File: config.mk
export PLATFORM = sky130hd
export DESIGN_NAME = intel_hex_record_parser
export DESIGN_NICKNAME = d
export VERILOG_FILES = /design/src/design/ihex_pkg.sv /design/src/design/intel_hex_record_parser.sv
export SDC_FILE = /design/constraint.sdc
export NUM_CORES = 1
export LEC_CHECK = 0
export ABC_AREA = 1
export BUFFER_PORTS_ARGS = -buffer_cell sky130_fd_sc_hd__buf_4
export CORE_ASPECT_RATIO = 0.7
export CORE_MARGIN = 8
export CORE_UTILIZATION = 60
export CTS_BUF_LIST = sky130_fd_sc_hd__clkbuf_8
export DETAILED_ROUTE_END_ITERATION = 16
export GPL_ROUTABILITY_DRIVEN = 0
export PLACE_DENSITY = 0.86
export SYNTH_ARGS = -nofsm -noshare
export SYNTH_HDL_FRONTEND = slang
export SYNTH_SLANG_ARGS = --single-unit
export TNS_END_PERCENT = 10
File: constraint.sdc
create_clock -name clk -period 6.89 [get_ports clk]
set_input_delay 0.689 -clock clk [delete_from_list [all_inputs] [get_ports clk]]
set_output_delay 0.689 -clock clk [all_outputs]
set_load 0.05 [all_outputs]
File: src/design/ihex_pkg.sv
// Shared types and constants for the hex record parser.
package ihex_pkg;

  // Result kinds
  localparam logic [2:0] KIND_DATA     = 3'd0;
  localparam logic [2:0] KIND_EOF      = 3'd1;
  localparam logic [2:0] KIND_BADSTART = 3'd2;
  localparam logic [2:0] KIND_BADTYPE  = 3'd3;
  localparam logic [2:0] KIND_WARN     = 3'd4;

  // Record types
  localparam logic [7:0] REC_DATA   = 8'h00;
  localparam logic [7:0] REC_EOF    = 8'h01;
  localparam logic [7:0] REC_EXTLIN = 8'h04;
  localparam logic [7:0] REC_START  = 8'h05;

  // Characters
  localparam logic [7:0] CH_COLON = 8'h3A;
  localparam logic [7:0] CH_CR    = 8'h0D;
  localparam logic [7:0] CH_LF    = 8'h0A;

  typedef enum logic [6:0] {
    PH_START  = 7'b0000001,
    PH_COUNT  = 7'b0000010,
    PH_ADDR   = 7'b0000100,
    PH_TYPE   = 7'b0001000,
    PH_DATA   = 7'b0010000,
    PH_OFFSET = 7'b0100000,
    PH_TAIL   = 7'b1000000
  } phase_t;

  // ASCII hex digit to value; anything else reads as zero.
  function automatic logic [3:0] hex_value(input logic [7:0] c);
    logic [3:0] v;
    case (c) inside
      [8'h30:8'h39]: v = 4'(c - 8'h30);
      [8'h41:8'h46]: v = 4'(c - 8'h37);
      [8'h61:8'h66]: v = 4'(c - 8'h57);
      default:       v = 4'd0;
    endcase
    return v;
  endfunction

endpackage

File: src/design/intel_hex_record_parser.sv
// Intel HEX record parser: one text character in, at most one result beat out.
//
//  channel | handshake            | payload
//  --------+----------------------+---------------------------------------------
//  in      | in_valid / in_stall  | in_char
//  out     | out_valid / out_stall| result_kind, write_address, write_data
//  cfg     | cfg_we               | cfg_wdata (flash_base)
//
// One character per cycle while in_stall is low: the parse state updates on
// the accepting edge and any result lands in the output register on the same
// edge, so a result beat is valid in the cycle after its character is accepted.
// in_stall rises only while the output register holds a beat that is stalled.
// rst is synchronous and active high; it clears the parse state, the halt
// flag, flash_base and the output valid.
module intel_hex_record_parser (
  input  logic        clk,
  input  logic        rst,
  input  logic        in_valid,
  output logic        in_stall,
  input  logic [7:0]  in_char,
  output logic        out_valid,
  input  logic        out_stall,
  output logic [2:0]  result_kind,
  output logic [31:0] write_address,
  output logic [7:0]  write_data,
  input  logic        cfg_we,
  input  logic [31:0] cfg_wdata
);

  // Parse state
  ihex_pkg::phase_t phase, phase_next;
  logic [2:0]  digit_count, digit_count_next;
  logic [7:0]  byte_count, byte_count_next;
  logic [15:0] record_address, record_address_next;
  logic [7:0]  record_type, record_type_next;
  logic [15:0] upper_offset, upper_offset_next;
  logic [7:0]  byte_index, byte_index_next;
  logic [3:0]  high_nibble, high_nibble_next;
  logic        halted, halted_next;
  logic [31:0] flash_base;

  // Result of the current character
  logic        emit;
  logic [2:0]  emit_kind;
  logic [31:0] emit_addr;
  logic [7:0]  emit_data;

  logic        in_accept;
  logic [3:0]  d;
  logic        eol;
  logic [7:0]  type_shift;
  logic [7:0]  index_inc;
  logic [31:0] byte_addr;

  // Output register can take a new beat unless it holds one that is stalled.
  assign in_stall  = out_valid & out_stall;
  assign in_accept = in_valid & ~in_stall;

  assign d          = ihex_pkg::hex_value(in_char);
  assign eol        = (in_char == ihex_pkg::CH_CR) || (in_char == ihex_pkg::CH_LF);
  assign type_shift = {record_type[3:0], d};
  assign index_inc  = byte_index + 8'd1;
  // (upper << 16) + address is a plain concatenation
  assign byte_addr  = {upper_offset, record_address} + {24'd0, byte_index} - flash_base;

  always_comb begin
    phase_next          = phase;
    digit_count_next    = digit_count;
    byte_count_next     = byte_count;
    record_address_next = record_address;
    record_type_next    = record_type;
    upper_offset_next   = upper_offset;
    byte_index_next     = byte_index;
    high_nibble_next    = high_nibble;
    halted_next         = halted;
    emit                = 1'b0;
    emit_kind           = ihex_pkg::KIND_DATA;
    emit_addr           = 32'd0;
    emit_data           = 8'd0;

    if (!halted) begin
      case (phase)
        ihex_pkg::PH_COUNT: begin
          byte_count_next = {byte_count[3:0], d};
          if (digit_count == 3'd1) begin
            digit_count_next = 3'd0;
            phase_next       = ihex_pkg::PH_ADDR;
          end else begin
            digit_count_next = digit_count + 3'd1;
          end
        end
        ihex_pkg::PH_ADDR: begin
          record_address_next = {record_address[11:0], d};
          if (digit_count == 3'd3) begin
            digit_count_next = 3'd0;
            phase_next       = ihex_pkg::PH_TYPE;
          end else begin
            digit_count_next = digit_count + 3'd1;
          end
        end
        ihex_pkg::PH_TYPE: begin
          record_type_next = type_shift;
          if (digit_count == 3'd0) begin
            digit_count_next = 3'd1;
          end else begin
            digit_count_next = 3'd0;
            byte_index_next  = 8'd0;
            case (type_shift)
              ihex_pkg::REC_DATA: begin
                phase_next = (byte_count == 8'd0) ? ihex_pkg::PH_TAIL : ihex_pkg::PH_DATA;
              end
              ihex_pkg::REC_EOF, ihex_pkg::REC_START: begin
                phase_next = ihex_pkg::PH_TAIL;
              end
              ihex_pkg::REC_EXTLIN: begin
                upper_offset_next = 16'd0;
                phase_next        = ihex_pkg::PH_OFFSET;
              end
              default: begin
                halted_next = 1'b1;
                emit        = 1'b1;
                emit_kind   = ihex_pkg::KIND_BADTYPE;
              end
            endcase
          end
        end
        ihex_pkg::PH_DATA: begin
          if (digit_count == 3'd0) begin
            high_nibble_next = d;
            digit_count_next = 3'd1;
          end else begin
            digit_count_next = 3'd0;
            byte_index_next  = index_inc;
            if (index_inc == byte_count) begin
              phase_next = ihex_pkg::PH_TAIL;
            end
            emit      = 1'b1;
            emit_kind = ihex_pkg::KIND_DATA;
            emit_addr = byte_addr;
            emit_data = {high_nibble, d};
          end
        end
        ihex_pkg::PH_OFFSET: begin
          upper_offset_next = {upper_offset[11:0], d};
          if (digit_count == 3'd3) begin
            digit_count_next = 3'd0;
            phase_next       = ihex_pkg::PH_TAIL;
          end else begin
            digit_count_next = digit_count + 3'd1;
          end
        end
        ihex_pkg::PH_TAIL: begin
          // checksum and trailing text ignored until line end
          if (eol) begin
            phase_next = ihex_pkg::PH_START;
            if (record_type == ihex_pkg::REC_EOF) begin
              halted_next = 1'b1;
              emit        = 1'b1;
              emit_kind   = ihex_pkg::KIND_EOF;
            end else if (record_type == ihex_pkg::REC_START) begin
              emit      = 1'b1;
              emit_kind = ihex_pkg::KIND_WARN;
            end
          end
        end
        default: begin
          // waiting for ':'; CR/LF skipped, anything else is fatal
          phase_next = ihex_pkg::PH_START;
          if (!eol) begin
            if (in_char != ihex_pkg::CH_COLON) begin
              halted_next = 1'b1;
              emit        = 1'b1;
              emit_kind   = ihex_pkg::KIND_BADSTART;
            end else begin
              digit_count_next    = 3'd0;
              byte_count_next     = 8'd0;
              record_address_next = 16'd0;
              record_type_next    = 8'd0;
              phase_next          = ihex_pkg::PH_COUNT;
            end
          end
        end
      endcase
    end
  end

  // Parse state and config
  always_ff @(posedge clk) begin
    if (rst) begin
      phase          <= ihex_pkg::PH_START;
      digit_count    <= 3'd0;
      byte_count     <= 8'd0;
      record_address <= 16'd0;
      record_type    <= 8'd0;
      upper_offset   <= 16'd0;
      byte_index     <= 8'd0;
      high_nibble    <= 4'd0;
      halted         <= 1'b0;
      flash_base     <= 32'd0;
    end else begin
      if (in_accept) begin
        phase          <= phase_next;
        digit_count    <= digit_count_next;
        byte_count     <= byte_count_next;
        record_address <= record_address_next;
        record_type    <= record_type_next;
        upper_offset   <= upper_offset_next;
        byte_index     <= byte_index_next;
        high_nibble    <= high_nibble_next;
        halted         <= halted_next;
      end
      if (cfg_we) begin
        flash_base <= cfg_wdata;
      end
    end
  end

  // Output register: one beat, refilled on the edge it drains
  always_ff @(posedge clk) begin
    if (rst) begin
      out_valid <= 1'b0;
    end else if (in_accept) begin
      out_valid <= emit;
    end else if (!out_stall) begin
      out_valid <= 1'b0;
    end
  end

  always_ff @(posedge clk) begin
    if (in_accept && emit) begin
      result_kind   <= emit_kind;
      write_address <= emit_addr;
      write_data    <= emit_data;
    end
  end

endmodule

Word level (Yosys, flattened, before mapping)

Cells that the tools add are included.

Bits in registers: 147
Input bits: 45
Output and inout bits: 45
Word-level logic and storage cells: 157

$add $sub $neg: 7
Magnitude comparators: 6
Eq/ne operators: 35
Multiplexer cells: 58
Bitwise logic cells: 9
Reductions and logical operators: 28

Operators by type and width:

| cell                                                | number |
|---|---|
| 2-to-1 mux 16 bit                                   | 4 |
| case mux 16 bit (2 select lines)                    | 2 |
| 2-to-1 mux 7 bit                                    | 8 |
| case mux 8 bit (2 select lines)                     | 3 |
| case mux 7 bit (6 select lines)                     | 1 |
| adder 32 x 8 -> 32 bit                              | 1 |
| 2-to-1 mux 8 bit                                    | 4 |
| subtractor 32 bit                                   | 1 |
| AND reduction 5 bit                                 | 6 |
| == test 8 x 3 -> 1 bit, second input constant       | 3 |
| 2-to-1 mux 3 bit                                    | 7 |
| case mux 7 bit (3 select lines)                     | 1 |
| == test 8 x 1 -> 1 bit, second input constant       | 2 |
| == test 8 x 4 -> 1 bit, second input constant       | 2 |
| >= comparator 8 x 7 -> 1 bit, second input constant | 2 |
| <= comparator 8 x 7 -> 1 bit, second input constant | 2 |
| zero test 8 bit                                     | 2 |
| != test 2 x 1 -> 1 bit, second input constant       | 8 |
| 2-to-1 mux 1 bit                                    | 15 |
| OR reduction 5 bit                                  | 3 |
| != test 2 bit, second input constant                | 7 |
| 2-to-1 mux 2 bit                                    | 6 |
| 2-to-1 mux 4 bit                                    | 3 |
| case mux 3 bit (4 select lines)                     | 1 |
| other kinds (32)                                    | 49 |

Depth between registers and ports, before layout

Gate-level depths: netlist of the first run.

Depth in word-level cells: 12
Mapped depth: 18
Mapped depth without buffers: 17

Worst setup path after synthesis of the first run

Ideal clock, no wire load.

Path kind: in2reg
Start: input in_char[0]
End: register result_kind[0], enable pin
Library setup time: 0.397 ns
Arrival: 2.511 ns
Required time: 6.493 ns
Setup slack: 3.982 ns
Stages: 12
Path buffers: 0
Cell sequence: inv_1 -> ha_1 -> nor2_1 -> nand2_1 -> nand4_1 -> nand2_2 -> nor2_1 -> nor2_1 -> nand2_1 -> nand3_1 -> nand2_1 -> inv_1

Word-level cells in the longest chain between the ends: 12
Elaborated cells on any way between the ends: 32
Those cells by class: add/sub (3); order compare (6); eq/ne (6); mux (10); reduce/logical (7)

Ends and longest elaborated chain:

| item                                                                                               | RTL line                       | RTL |
|---|---|---|
| start, declared                                                                                    | intel_hex_record_parser.sv:20  | `input logic [7:0] in_char,` |
| >= comparator 8 x 7 -> 1 bit (not written as such) or <= comparator 8 x 7 -> 1 bit (tied branches) | intel_hex_record_parser.sv:59  | `assign d = ihex_pkg::hex_value(in_char);` |
| logical AND 1 bit (not written as such)                                                            | intel_hex_record_parser.sv:59  |  |
| 2-to-1 mux 4 bit (3 in series)                                                                     | ihex_pkg.sv:35                 | `case (c) inside` |
| == test 8 x 3 -> 1 bit (tied with other cells)                                                     | intel_hex_record_parser.sv:108 | `case (type_shift)` |
| OR reduction 4 bit (no line)                                                                       | n/a                            |  |
| 2-to-1 mux 1 bit                                                                                   | intel_hex_record_parser.sv:108 |  |
| 2-to-1 mux 1 bit                                                                                   | intel_hex_record_parser.sv:103 | `if (digit_count == 3'd0) begin` |
| case mux 1 bit (4 select lines) *                                                                  | intel_hex_record_parser.sv:82  | `case (phase)` |
| 2-to-1 mux 1 bit *                                                                                 | intel_hex_record_parser.sv:81  | `if (!halted) begin` |
| logical AND 1 bit *                                                                                | intel_hex_record_parser.sv:230 | `if (in_accept && emit) begin` |
| end signal, assigned                                                                               | intel_hex_record_parser.sv:231 | `result_kind <= emit_kind;` |
| end, declared                                                                                      | intel_hex_record_parser.sv:23  | `output logic [2:0] result_kind,` |

Mark *: on every way between the ends. The rest lies on a longest branch, timed or not.
A chain may end at the register's enable or synchronous reset.

Final worst setup path of the first run

Start: register byte_index[0]
End: register write_address[30], data pin

Word-level cells in the longest chain between the ends: 2

Ends and longest elaborated chain:

| item                   | RTL line                       | RTL |
|---|---|---|
| start, declared        | intel_hex_record_parser.sv:37  | `logic [7:0] byte_index, byte_index_next;` |
| start signal, assigned | intel_hex_record_parser.sv:208 | `byte_index <= byte_index_next;` |
| adder 32 x 8 -> 32 bit | intel_hex_record_parser.sv:64  | `assign byte_addr = {upper_offset, record_address} + {24'd0, byte_index} - flash_base;` |
| subtractor 32 bit      | intel_hex_record_parser.sv:64  |  |
| end signal, assigned   | intel_hex_record_parser.sv:232 | `write_address <= emit_addr;` |
| end, declared          | intel_hex_record_parser.sv:24  | `output logic [31:0] write_address,` |

No other way between the ends.

==> impl_metrics.ini, run 1 <==
[finish]
fin_cells = 1518
area_growth_pct = 12.9
design_area_um2 = 9990
final_nets = 1428
diodes = 0
drive_gt1_share_pct = 11.9

[setup_path]
path_depth = 14
cp-startpoint = byte_index[0]$_SDFFE_PP0P_
crit_path_cell_trace = inv_1, ha_1, inv_1, ha_1, inv_1, fa_1, inv_1, nand3_1, nand2_1, a21oi_1, o21ai_0, nand4_1, a21oi_1, nor2_1
rrSetupSlack_ns = 3.77
r2r_start = byte_index[0]$_SDFFE_PP0P_
crit_path_end = write_address[30]$_SDFFCE_PP0P_
r2r_end = write_address[30]$_SDFFCE_PP0P_
crit_fanout = 8
startpoint_type = flip-flop
crit_buf_inv = 4
reg2regPathDepth = 14
slowest_stage = dfxtp_1
critPathCaptureType = flip-flop
critPathArrivalTime_ns = 3.34
cpMostUsedCell = inv_1
path_delay_family = adder cells
slowest_delay_ns = 0.50
cp.required_ns = 7.11
critical_path_class = reg2reg

[power_and_ir_drop]
p_leak_nw = 4.51
p_per_area_nw_per_um2 = 199
p_int_mw = 1.34
p_switching_uw = 643
clockPowerShare_pct = 31.9
combPwrFrac_pct = 19.8
ir_drop_mv = 0.139
seqPwrFrac_pct = 48.3
switching_share_pct = 32.4

[timing]
setup_violations = 0
maxSlewHeadroom_pct = 29.0
min_period_ns = 3.12
fin_crit_sh_pct = 45.3
worst_slew_pin_slew_ns = 1.06
rsz0062_at_grt = false
fmax_mhz = 320
setup_ws_ns = 3.77
finalSetupTns_ns = 0
finalClockSkew_ns = 0.0179
hold_viol = 0
report.final.slew_viol_count = 0
hold_ws_ns = 0.461

[clock_network]
cts_tree = yes
cts.path.max_buffers = 2
path_clk_slew_ns = 0.08
cts-root-buf = clkbuf_8
numCtsBuffers = 17
clk_latency_ns = 0.47
holdBufCountCts = 0
cts.repair.resized = 0
cts_max_level = 4
post_cts_buffers = 0
clock-sinks = 147

[floorplanning]
start_util_pct = 60.7
top_level_ports = 90
num_rows = 37
die_height_um = 118
core_area_um2 = 14600
dieArea_um2 = 19000
die_w_um = 161

[yosys]
yosys.area.top_type = dfxtp_1
synth_fp_nets = 1348
synth-edff-count = 43
synthesis.area_um2 = 8850
async_flop_share_pct = 0
synth_warnings = 0
synth-seq-area-share_pct = 38.1
synth_seq_cells = 147
ys_types = 46
ys.flop_type = dfxtp_1
synthTopCellsByArea = dfxtp_1 24%, edfxtp_1 15%, nand2_1 12%
syn_inst = 1230
synth_top_area_share_pct = 23.5
syn_avg_cell_area_um2 = 7.20

[routing]
routed.top_layer = met4
ant_nets = 0
drt_iter0_markers = 988
wl_um = 23600
met3_length_um = 2980
num_vias = 8607
routedWlPerCell_um = 15.5
wl_met2_um = 9610
route.detailed.drc = 0
vias_per_cell = 5.67
drt_first_pass_iters = 6
wl_met1_um = 10700

[grt]
grt.overflow.total = 0
antenna_found_initial = 0
grt_pass1_vias = 7736
grt_usage_pct = 24.5
grt_max_degree = 59
grt_pass1_wl_um = 38000

[place]
dpl.hpwl_um = 17600
dp_cells = 1486
placed_area_um2 = 9630
portBuffers = 89
place_ws_ns = 3.72

[run]
cap_violations = 0

[status]
status = complete, no violations

[min_path]
worstHoldPathType = in2reg
min_from = cfg_wdata[1]
==> per-layer routing <==
layer	track usage, %	up-vias
met1	35.6	3908
met2	35.2	475
li1	-	4190
met4	5.42	0
met5	0	-
met3	7.06	34
==> worst register-to-register path, stage by stage, from the launching register on <==
cell,delay (ns)
dfxtp_1,0.50
inv_1,0.10
ha_1,0.30
inv_1,0.05
ha_1,0.13
inv_1,0.06
fa_1,0.38
inv_1,0.10
nand3_1,0.08
nand2_1,0.18
a21oi_1,0.16
o21ai_0,0.38
nand4_1,0.21
a21oi_1,0.18
nor2_1,0.06
==> stage by stage <==
step / power, mW / util (%)
after floorplan: 1.24 / -
after global placement: 1.35 / 66.1
after detailed placement: 1.36 / 66.1
after CTS: 1.98 / 68.5
after global routing: 2.06 / 68.5
final: 1.98 / 68.5
==> synthesized netlist by cell type (3+ instances only) <==
cell / instances
nand2_1: 283
nor2_1: 155
a21oi_1: 149
inv_1: 147
dfxtp_1: 104
o21ai_0: 72
ha_1: 65
nand3_1: 63
edfxtp_1: 43
clkbuf_1: 18
inv_2: 14
nor3_1: 14
nand4_1: 12
fa_1: 8
o21a_1: 8
buf_2: 7
nor2_2: 7
o21ai_1: 6
nand3b_1: 5
nand2_2: 4
nor4_1: 4
xnor2_1: 4
buf_6: 3
nor3_2: 3
o211ai_1: 3
==> layout by cell type (no fill, tap or decap), drive strengths merged, types with 5 or more instances in the layout <==
cell / instances
a21oi: 150
buf: 92
clkbuf: 18
dfxtp: 104
edfxtp: 43
fa: 8
ha: 65
inv: 167
nand2: 288
nand3: 64
nand3b: 5
nand4: 14
nor2: 163
nor3: 18
o21a: 8
o21ai: 78
==> final cells by class <==
cell class,count,area (um^2)
clock buffers,18,248
clock inverters,14,113
fillers,1186,4590
inverters,162,608
multi-input cells,890,4720
flip-flops and latches,147,3370
well taps,195,244
repair buffers,92,691
==> power by group through the flow <==
stage	Combinational [mW]	Sequential [mW]	Clock, mW
final	0.393	0.958	0.634
after global routing	0.426	0.962	0.674
after CTS	0.386	0.957	0.637
after detailed placement	0.382	0.976	0
after global placement	0.374	0.976	0
after floorplan	0.194	1.05	0
==> worst min-delay path by stage <==
stage                             endpoint  depth (start not counted)  slack, ns
3_5_place_dp   record_type[6]$_SDFFE_PP0P_                          2       0.45
5_1_grt         flash_base[4]$_SDFFE_PP0P_                          3       0.45
6_report        flash_base[1]$_SDFFE_PP0P_                          3       0.46
3_3_place_gp   flash_base[18]$_SDFFE_PP0P_                          2       0.45
4_1_cts         flash_base[3]$_SDFFE_PP0P_                          3       0.45
2_1_floorplan  flash_base[16]$_SDFFE_PP0P_                          2       0.44
==> registers in the layout (all words and copies together), names as in the netlist, 8 cells and up <==
signal,count
record_type,8
write_data,8
record_address,16
write_address,32
byte_index,8
byte_count,8
upper_offset,16
flash_base,32
==> cells by family after synthesis <==
family,count (synthesis),synth area share [%]
flops,147,38.1
compound gates,248,14.8
buf+inv,193,8.62
simple gates,563,26.9
xor+xnor,6,0.593
fa+ha+maj,73,11.0
Power figures use the tool's default switching activity.
==> run 2: changes to the inputs <==
--- a/config.mk
+++ b/config.mk
@@ -9,11 +9,11 @@
 export BUFFER_PORTS_ARGS = -buffer_cell sky130_fd_sc_hd__buf_4
 export CORE_ASPECT_RATIO = 0.7
 export CORE_MARGIN = 8
-export CORE_UTILIZATION = 60
+export CORE_UTILIZATION = 56
 export CTS_BUF_LIST = sky130_fd_sc_hd__clkbuf_8
 export DETAILED_ROUTE_END_ITERATION = 16
 export GPL_ROUTABILITY_DRIVEN = 0
-export PLACE_DENSITY = 0.86
+export PLACE_DENSITY = 0.84
 export SYNTH_ARGS = -nofsm -noshare
 export SYNTH_HDL_FRONTEND = slang
 export SYNTH_SLANG_ARGS = --single-unit
==> constraint.sdc (replaced) <==
create_clock -name clk -period 2.6 [get_ports clk]
set_input_delay 0.26 -clock clk [delete_from_list [all_inputs] [get_ports clk]]
set_output_delay 0.26 -clock clk [all_outputs]
set_load 0.05 [all_outputs]
==> impl_metrics.ini, run 2 (synthesis results as in run 1) <==
[setup_path]
critPathCaptureType = flip-flop
critPathArrivalTime_ns = 2.90
reg2regPathDepth = 13
crit_fanout = 4
startpoint_type = flip-flop
critical_path_class = reg2reg
cp.required_ns = 2.82

[clock_network]
holdBufCountCts = 0
path_clk_slew_ns = 0.09
cts_tree = yes
cts.path.max_buffers = 2
cts-root-buf = clkbuf_8
cts_max_level = 4
clock-sinks = 147
clk_latency_ns = 0.46
numCtsBuffers = 17

[finish]
diodes = 0
final_cell_mix = 273 x nand2_1, 150 x nor2_1, 143 x inv_1
design_area_um2 = 10800
top_regs = flash_base (32), write_address (32)
mostFrequentLayoutCell = nand2_1
final_nets = 1471
drive_gt1_share_pct = 20.0
area_growth_pct = 21.6

[routing]
route.detailed.drc = 0
num_vias = 9013
vias_per_cell = 5.76
drt_iter0_markers = 1177
drt_first_pass_iters = 7
routedWlPerCell_um = 16.4
ant_nets = 0
wl_um = 25600

[grt]
grt_max_degree = 50
grt_pass1_vias = 8079
grt_pass1_wl_um = 39300
grt_usage_pct = 23.9
grt.overflow.total = 0
antenna_found_initial = 0

[power_and_ir_drop]
p_per_area_nw_per_um2 = 541
p_leak_nw = 4.84
ir_drop_mv = 0.382
finalPower_mw = 5.83

[floorplanning]
start_util_pct = 57.1
core_area_um2 = 15500
num_rows = 38
top_level_ports = 90
die_height_um = 121
dieArea_um2 = 20200
die_w_um = 166

[timing]
hold_viol = 0
setup_ws_ns = -0.0791
maxSlewHeadroom_pct = 53.6
min_period_ns = 2.68
worst_slew_pin_slew_ns = 0.693
report.final.slew_viol_count = 0
fin_crit_sh_pct = 103
fmax_mhz = 373
rsz0062_at_grt = true
finalClockSkew_ns = 0.0142
setup_violations = 4

[min_path]
worstHoldPathType = in2reg
hold_depth = 3

[status]
status = finished, violations left
violations = setup timing

[place]
placed_area_um2 = 9950
portBuffers = 89
dpl.hpwl_um = 18100

[run]
cap_violations = 0
==> run 2: changes by cell type in the layout (fill, tap and decap cells not counted), moves of 11 or more <==
cell,previous run,this run
a21oi_1,149,133
a21oi_2,0,13
ha_1,65,54
buf_4,92,131
==> run 2: per-stage QoR <==
stage | setup TNS (ns) | utilization (%) | instances | setup WS [ns] | hold WS [ns]
after floorplan | -0.0343 | - | 1230 | -0.0343 | 0.395
after global placement | 0 | 64.2 | 1527 | 0.00662 | 0.449
after detailed placement | -0.542 | 64.2 | 1527 | -0.125 | 0.456
after CTS | -0.0574 | 67.5 | 1559 | -0.0310 | 0.0189
after global routing | -1.29 | 69.5 | 1566 | -0.158 | 0.0389
final | -0.174 | 69.5 | 1566 | -0.0791 | 0.0246
==> run 2: power by group <==
part	switching (mW)	internal [mW]	total (mW)	leakage (nW)
clock network	0.968	1.16	2.13	0.239
logic	0.790	0.374	1.16	3.33
registers	0.0610	2.48	2.54	1.27
total	1.82	4.01	5.83	4.84
==> run 2: final cells by class <==
cell class / count / area (um^2)
timing repair buffer: 135 / 1050
fill: 1200 / 4730
sequential: 147 / 3390
clock inverter: 15 / 229
inverter: 162 / 608
clock buffer: 17 / 234
tap: 200 / 250
multi-input combinational: 890 / 5010
==> run 2: final timing paths <==
path | slack, ns | start | end
setup / recovery | -0.08 | record_address[5]$_SDFFE_PP0P_ | write_address[16]$_SDFFCE_PP0P_
hold reg to reg | 0.46 | flash_base[29]$_SDFFE_PP0P_ | flash_base[29]$_SDFFE_PP0P_
setup reg to reg | -0.08 | record_address[5]$_SDFFE_PP0P_ | write_address[16]$_SDFFCE_PP0P_
hold / removal | 0.02 | cfg_wdata[31] | flash_base[31]$_SDFFE_PP0P_
==> run 2: worst max-delay path, stage by stage, from the launching register on <==
cell      delay, ns
dfxtp_2        0.35
inv_1          0.06
fa_1           0.54
inv_1          0.08
ha_4           0.26
a21o_4         0.25
a21boi_4       0.17
nor2_1         0.08
nor2_1         0.09
nand2_1        0.10
a21oi_1        0.24
nand2_1        0.10
nand2_1        0.08
nor2_1         0.04
==> run 2: routing by layer <==
metal	part of all wire (%)	up-vias	global-route usage, %
met2	41	542	35.2
li1	-	4266	-
met1	44	4121	33.1
met3	13	82	8.12
met4	2.0	2	6.11
met5	0.090	-	0
==> run 2: repair_timing <==
action,CTS,global route
resized for setup,13,72
setup buffers,0,7
pin swaps,3,19
endpoints found under the setup margin,13,23
==> run 3: changes to the inputs <==
--- a/config.mk
+++ b/config.mk
@@ -14,6 +14,7 @@
 export DETAILED_ROUTE_END_ITERATION = 16
 export GPL_ROUTABILITY_DRIVEN = 0
 export PLACE_DENSITY = 0.84
+export RECOVER_POWER = 25
 export SYNTH_ARGS = -nofsm -noshare
 export SYNTH_HDL_FRONTEND = slang
 export SYNTH_SLANG_ARGS = --single-unit
==> impl_metrics.ini, run 3 (synthesis results as in run 1) <==
[status]
status = finished, violations left
violations = capacitance limit, slew limit, setup timing

[routing]
ant_nets = 0
route.detailed.drc = 0
drt_first_pass_iters = 6
num_vias = 9001
vias_per_cell = 5.75
routedWlPerCell_um = 16.4
wl_um = 25700
drt_iter0_markers = 1157

[timing]
report.final.slew_viol_count = 48
maxSlewHeadroom_pct = -42.8
setup_violations = 5
setup_ws_ns = -0.127
rsz0062_at_grt = true
fmax_mhz = 367
min_period_ns = 2.73
fin_crit_sh_pct = 105
worst_slew_pin_slew_ns = 2.14
finalClockSkew_ns = 0.0155
hold_viol = 0

[grt]
grt_pass1_wl_um = 39300
antenna_found_initial = 0
grt_pass1_vias = 8079
grt_usage_pct = 23.9
grt_max_degree = 50
grt.overflow.total = 0

[setup_path]
crit_path_cell_trace = inv_1, fa_1, inv_1, ha_4, a21o_4, a21boi_4, nor2_1, nor2_1, nand2_1, a21oi_1, nand2_1, nand2_1, nor2_1
crit_buf_inv = 2
slowest_stage = fa_1
critPathArrivalTime_ns = 2.94
crit_fanout = 4
cp.required_ns = 2.81
critical_path_class = reg2reg
path_delay_family = adder cells
critPathCaptureType = flip-flop
slowest_delay_ns = 0.54
startpoint_type = flip-flop

[clock_network]
cts_max_level = 4
path_clk_slew_ns = 0.09
numCtsBuffers = 17
cts-root-buf = clkbuf_8
clk_latency_ns = 0.46
clock-sinks = 147
cts_tree = yes
holdBufCountCts = 0
cts.path.max_buffers = 2

[power_and_ir_drop]
p_leak_nw = 4.75
p_per_area_nw_per_um2 = 543
p_switching_mw = 1.81
clockPowerShare_pct = 36.6
ir_drop_mv = 0.382
combPwrFrac_pct = 19.6
p_int_mw = 3.98
switching_share_pct = 31.3
finalPower_mw = 5.79
seqPwrFrac_pct = 43.8

[floorplanning]
num_rows = 38
dieArea_um2 = 20200
die_w_um = 166
start_util_pct = 57.1
core_area_um2 = 15500
die_height_um = 121
top_level_ports = 90

[finish]
design_area_um2 = 10700
nFillCells = 1220
final_nets = 1471
drive_gt1_share_pct = 18.2
diodes = 0
top_regs = flash_base (32), write_address (32)
mostFrequentLayoutCell = nand2_1
area_growth_pct = 20.6
fin_cells = 1566
final_core_util_pct = 68.9
final_cell_mix = 273 x nand2_1, 150 x nor2_1, 143 x inv_1

[place]
dp_cells = 1527
dpl.hpwl_um = 18100
portBuffers = 89
place_ws_ns = -0.125
placed_area_um2 = 9950

[min_path]
worstHoldPathType = in2reg

[run]
cap_violations = 1
run 3: changes by cell type in the layout (fill, tap and decap cells not counted):
cell and delta:
clkbuf_2 +1, buf_4 -26, clkbuf_1 +24, clkbuf_4 +1
run 3: worst min-delay path, delay by kind of cell:
kind,cells,cell delay (ns)
buf+inv,1,0.08
simple gates,2,0.11
run 3: power by group through the flow:
stage,registers (mW),clock network (mW),logic (mW)
after floorplan,2.78,0,0.514
after global placement,2.58,0,1.04
after detailed placement,2.59,0,1.05
after CTS,2.53,2.12,1.07
after global routing,2.54,2.22,1.22
final,2.54,2.12,1.14
run 3: metal layers:
metal | global-route usage (%) | vias to the layer above | wire length (um)
li1 | - | 4266 | -
met1 | 33.1 | 4087 | 11300
met2 | 35.2 | 571 | 10600
met3 | 8.12 | 77 | 3240
met4 | 6.11 | 0 | 568
met5 | 0 | - | 0
run 3: final cells by class:
| class | count | area (um^2) | share of cell area, % |
|---|---|---|---|
| multi-input combinational | 890 | 5010 | 46.9 |
| timing repair buffer | 135 | 962 | 9.01 |
| clock buffer | 17 | 234 | 2.19 |
| sequential | 147 | 3390 | 31.7 |
| tap | 200 | 250 | 2.34 |
| clock inverter | 15 | 229 | 2.14 |
| inverter | 162 | 608 | 5.70 |
run 3: what timing repair did:
item | 4_1_cts | 5_1_grt
pin swaps | 3 | 19
resized for setup | 13 | 72
endpoints found under the setup margin | 13 | 23
buffers inserted | 0 | 7
run 3: final timing paths:
| kind | from | end | slack, ns | cells after the start |
|---|---|---|---|---|
| min | cfg_wdata[31] | flash_base[31]$_SDFFE_PP0P_ | 0.03 | 3 |
| min reg2reg | flash_base[29]$_SDFFE_PP0P_ | flash_base[29]$_SDFFE_PP0P_ | 0.46 | 2 |
| max | record_address[5]$_SDFFE_PP0P_ | write_address[16]$_SDFFCE_PP0P_ | -0.13 | 13 |
| max reg2reg | record_address[5]$_SDFFE_PP0P_ | write_address[16]$_SDFFCE_PP0P_ | -0.13 | 13 |
run 3: stage by stage:
step	hold slack (ns)	TNS [ns]
finish	0.0329	-0.270
detailed placement	0.456	-0.542
floorplan	0.395	-0.0343
global route	0.0389	-1.29
CTS	0.0189	-0.0574
global placement	0.449	0
